[src/rtl/mfrqe_pkg.sv]
// Shared types, constants and transform-state helpers for the flip/rotate/quadrant engine.
`timescale 1ns / 1ps
package mfrqe_pkg;

   // Default largest half dimension of the stored array
   localparam int MAX_HALF_DEF = 64;
   // Fixed field widths
   localparam int PIXEL_BITS   = 16;
   localparam int HALF_W       = 7;
   localparam int COORD_W      = 7;
   localparam int DIM_W        = 8;
   localparam int CSR_INDEX_W  = 1;

   // Request kinds
   localparam logic [1:0] REQ_WRITE   = 2'd0;
   localparam logic [1:0] REQ_OPERATE = 2'd1;
   localparam logic [1:0] REQ_READ    = 2'd2;

   // Operation codes
   localparam logic [2:0] OP_FLIP_V   = 3'd0;
   localparam logic [2:0] OP_MIRROR   = 3'd1;
   localparam logic [2:0] OP_ROT_CW   = 3'd2;
   localparam logic [2:0] OP_ROT_CCW  = 3'd3;
   localparam logic [2:0] OP_QUAD_CW  = 3'd4;
   localparam logic [2:0] OP_QUAD_CCW = 3'd5;

   // Register indexes
   localparam logic [CSR_INDEX_W-1:0] CSR_HALF_ROWS = 1'd0;
   localparam logic [CSR_INDEX_W-1:0] CSR_HALF_COLS = 1'd1;

   typedef struct packed {
      logic [1:0]            req_type;
      logic [COORD_W-1:0]    row;
      logic [COORD_W-1:0]    col;
      logic [PIXEL_BITS-1:0] pixel;
      logic [2:0]            op_code;
   } req_item_type;

   typedef struct packed {
      logic [PIXEL_BITS-1:0] read_value;
      logic                  error;
      logic [DIM_W-1:0]      cur_rows;
      logic [DIM_W-1:0]      cur_cols;
   } rsp_item_type;

   // Composed view map: orient bit0 row flip, bit1 column flip, bit2 transpose
   typedef struct packed {
      logic [2:0] orient;
      logic [1:0] quad;
   } view_state_type;

   // Compose one operation onto the current view map
   function automatic view_state_type apply_op(view_state_type s, logic [2:0] op);
      view_state_type n;
      logic           t;
      logic           refl;
      logic [2:0]     flip_v;
      logic [2:0]     flip_h;
      n      = s;
      t      = s.orient[2];
      refl   = s.orient[2] ^ s.orient[1] ^ s.orient[0];
      flip_v = t ? 3'd2 : 3'd1;
      flip_h = t ? 3'd1 : 3'd2;
      case (op)
         OP_FLIP_V:   n.orient = s.orient ^ flip_v;
         OP_MIRROR:   n.orient = s.orient ^ flip_h;
         OP_ROT_CW:   n.orient = s.orient ^ (flip_v | 3'd4);
         OP_ROT_CCW:  n.orient = s.orient ^ (flip_h | 3'd4);
         OP_QUAD_CW:  n.quad   = s.quad + (refl ? 2'd3 : 2'd1);
         OP_QUAD_CCW: n.quad   = s.quad + (refl ? 2'd1 : 2'd3);
         default:     n        = s;
      endcase
      return n;
   endfunction

endpackage

[src/rtl/mfrqe_addr_map.sv]
// View coordinate to base pixel address translation through the composed view map.
`timescale 1ns / 1ps
module mfrqe_addr_map #(
   parameter int MAX_HALF = mfrqe_pkg::MAX_HALF_DEF,
   localparam int ADDR_W = $clog2(4 * MAX_HALF * MAX_HALF)
) (
   input  mfrqe_pkg::view_state_type      view,
   input  logic [mfrqe_pkg::HALF_W-1:0]   half_rows,
   input  logic [mfrqe_pkg::HALF_W-1:0]   half_cols,
   input  logic [mfrqe_pkg::COORD_W-1:0]  row,
   input  logic [mfrqe_pkg::COORD_W-1:0]  col,
   output logic [ADDR_W-1:0]              addr
);
   import mfrqe_pkg::*;

   localparam int SIDE = 2 * MAX_HALF;

   logic [COORD_W-1:0] u;
   logic [COORD_W-1:0] v;
   logic [DIM_W-1:0]   full_rows;
   logic [DIM_W-1:0]   full_cols;
   logic [DIM_W-1:0]   a_rev;
   logic [DIM_W-1:0]   b_rev;
   logic [COORD_W-1:0] a;
   logic [COORD_W-1:0] b;
   logic               qr;
   logic               qc;
   logic [1:0]         pos;
   logic [1:0]         src;
   logic [COORD_W-1:0] oa;
   logic [COORD_W-1:0] ob;
   logic [COORD_W-1:0] br;
   logic [COORD_W-1:0] bc;

   // Undo transpose and flips
   always_comb begin
      u         = view.orient[2] ? col : row;
      v         = view.orient[2] ? row : col;
      full_rows = {1'b0, half_rows} << 1;
      full_cols = {1'b0, half_cols} << 1;
      a_rev     = full_rows - 8'd1 - {1'b0, u};
      b_rev     = full_cols - 8'd1 - {1'b0, v};
      a         = view.orient[0] ? a_rev[COORD_W-1:0] : u;
      b         = view.orient[1] ? b_rev[COORD_W-1:0] : v;
   end

   // Undo the quadrant shift
   always_comb begin
      qr  = (a >= half_rows);
      qc  = (b >= half_cols);
      pos = qr ? (qc ? 2'd2 : 2'd3) : (qc ? 2'd1 : 2'd0);
      src = pos - view.quad;
      oa  = a - (qr ? half_rows : '0);
      ob  = b - (qc ? half_cols : '0);
      br  = oa + (src[1] ? half_rows : '0);
      bc  = ob + ((src[1] ^ src[0]) ? half_cols : '0);
   end

   // Row-major base address
   assign addr = ADDR_W'(br) * ADDR_W'(SIDE) + ADDR_W'(bc);

endmodule

[config.mk]
export PLATFORM = sky130hd
export DESIGN_NAME = mfrqe_addr_map
export DESIGN_NICKNAME = d
export VERILOG_FILES = /design/src/rtl/mfrqe_pkg.sv /design/src/rtl/mfrqe_addr_map.sv
export SDC_FILE = /design/constraint.sdc
export NUM_CORES = 1
export LEC_CHECK = 0
export BUFFER_PORTS_ARGS = -buffer_cell sky130_fd_sc_hd__buf_4
export CAP_MARGIN = 10
export CORE_ASPECT_RATIO = 1.5
export CORE_MARGIN = 1
export CORE_UTILIZATION = 50
export DETAILED_ROUTE_END_ITERATION = 16
export GPL_TIMING_DRIVEN = 0
export PLACE_DENSITY = 0.75
export SLEW_MARGIN = 25
export SYNTH_ARGS = -nofsm -noshare
export SYNTH_HDL_FRONTEND = slang
export SYNTH_SLANG_ARGS = --single-unit
export TNS_END_PERCENT = 10
[constraint.sdc]
create_clock -name vclk -period 17.06
set_clock_uncertainty 0.2 [all_clocks]
set_input_delay 0 -clock vclk [all_inputs]
set_output_delay 0 -clock vclk [all_outputs]
set_load 0.02 [all_outputs]
==> results.md <==
- CP startpoint kind: input port
- First-pass DRT Iterations: 4
- Resize count post-CTS: 0
- Yosys top cell area share: 0.253
- Sequential cell area: 0 sq um
- Core area: 3720 sq um
- Initial Util: 0.533
- DRC: 0
- Setup_tns: 0 ns
- Syn_area_per_cell: 8.05 sq um
- Vias post-DR: 1767
- Top post-synthesis cells by area: ha_1 25%, fa_1 14%, xnor2_1 9.3%
- Class of the worst hold path: in -> out
- WP data arrival: 7.03 ns
- Hold-fix buffer count after cts: 0
- Post-DP Area: ~2400 sq um
- Chip height: 79.1 um
- Gr usage total: 0.201
- Die Area: 4220 sq um
- Vias per cell: 5.27
- Max stage delay on crit path: 0.50 ns
- Critical path class: in -> out
- Area Overhead vs Synth: 20.2%
- Initial antenna violation count: 0
- Setup crit end kind: output pin
- Most numerous cell in the Yosys netlist: inv_1
- Largest net degree at the start of global routing: 11
- Post-route ant nets: 0
- Seq cells: 0
- Synth warn: 0
- RSZ-0062 raised after global routing: no
- Max-Cap Viols: 0
- Nets: 381
- Power Density: ~200 nW/um^2
- Final core utilization: 0.640
- Placer Congestion: 0.806
- Fillers: 375
- Critical Path RT: 16.86 ns
- Relative slew slack: 0.618
- Grt total ovfl: 0
- Commonest cells post-synth: 42 x inv_1, 40 x ha_1, 23 x nand2_1, 21 x xnor2_1, 16 x mux2i_1
- Post-CTS setup buffer count: 0
- Max FO, Critical Path: 10
- Share of cells above drive strength 1: 0.195
- First-pass GRT wire length: 6710 um
- Synth unique cells: 38
- Die X: 53.4 um
- Fmax achieved: ~140 MHz
- Slowest stage cell, crit path: fa_1
- Clkbuf count: 0
- Largest area contributor in the netlist: ha_1
- Synthesized area: 1980 sq um
- Post-Syn Instances: 246
- Net count after synthesis: 333
- Worst-Margin Slew: 0.568 ns
- Design Area, Final: 2380 sq um
- Max Slew Vio Count: 0
- Worst vdd ir: approximately 0.17 mV
- Crit-path most repeated cell: xnor2_1
- Post-synthesis sequential area ratio: 0
- Area of the multi-input gates: 1790 sq um
- Post-layout minimum cycle time: 7.23 ns
- Vias in the first global route: between 1.5k and 2k
- Tcrit/Tclk final: 0.424
- Outcome: complete, no violations
- Static leakage: 1.30 nW
- Initial DRC count: 15
- Buffers on Ports: 46
- Final Setup Violations: 0
- Row cnt: 27
- Final hold violation count: 0
- # IOs: 47
- Final HPWL from detailed placement: 3650 um
- # diodes: 0
- WL/cell: 11.6 um
- Routed WL: 3870 um
[critical path, delay by kind of cell]
kind,cells,cell delay (ns)
multiplexers,1,0.27
AO/OA/AOI/OAI,8,1.36
buffers and inverters,7,1.12
AND/OR/NAND/NOR,5,0.69
XOR/XNOR,7,1.49
adder cells (fa/ha/maj),6,2.07
[worst paths after layout]
kind	slack, ns	to	start	cells after the start
worst min-delay path	0.18	addr[6]	half_cols[6]	4
worst max-delay path	9.83	addr[6]	view[4]	34
[power by group]
part           leakage (nW)  switching [mW]  total (mW)  internal (mW)
clock                     0               0           0              0
sequential                0               0           0              0
combinational          1.30           0.255       0.484          0.229
total                  1.30           0.255       0.484          0.229
[layout make-up]
class | instances | share of cell area
Multi-Input combinational cell | 198 | 0.751
Inverter | 42 | 0.0663
Timing Repair Buffer | 46 | 0.145
Buffer | 6 | 0.0147
Tap cell | 43 | 0.0226
[kinds of logic (layout without fill, tap and decap cells)]
group,Yosys count,after routing,share of synthesized area
AO/OA/AOI/OAI,45,45,0.145
XOR/XNOR,28,28,0.144
adder cells (fa/ha/maj),54,54,0.394
buffers and inverters,48,94,0.0973
multiplexers,18,18,0.0923
AND/OR/NAND/NOR,53,53,0.127
[per-layer routing]
metal  vias up  global-route usage  wire length (um)
met5         -                   0                 0
met4         0              0.0158                31
met3         4             0.00192                97
met2        30               0.445              2310
met1       825               0.191              1440
li1        908                   -                 -
[layout by cell type (no fill, tap or decap), types with 2 or more instances in the layout]
cell type  synthesis  routed
a21o_1             8       8
a21oi_1           14      14
a221o_1            2       2
and2_1             4       4
and2_2             3       3
buf_4              1      47
clkbuf_1           3       3
fa_1              14      14
ha_1              40      40
inv_1             42      42
mux2_2             2       2
mux2i_1           16      16
nand2_1           23      23
nand2b_1           3       3
nand3_1            2       2
nand3b_1           2       2
nor2_1            10      10
nor2b_1            3       3
o21a_1             3       3
o21ai_0            8       8
o21ai_1            2       2
o21bai_1           2       2
xnor2_1           21      21
xor2_1             4       4
[through the flow]
step	total power, mW	cells	hold WS [ns]	setup WS [ns]
3_5_place_dp	0.490	335	0.185	9.71
4_1_cts	0.492	335	0.185	9.70
5_1_grt	0.539	335	0.215	9.23
6_report	0.484	335	0.180	9.83
2_1_floorplan	0.340	246	-0.00307	10.47
3_3_place_gp	0.481	335	0.178	9.82
(Power assumes the default switching activity.)
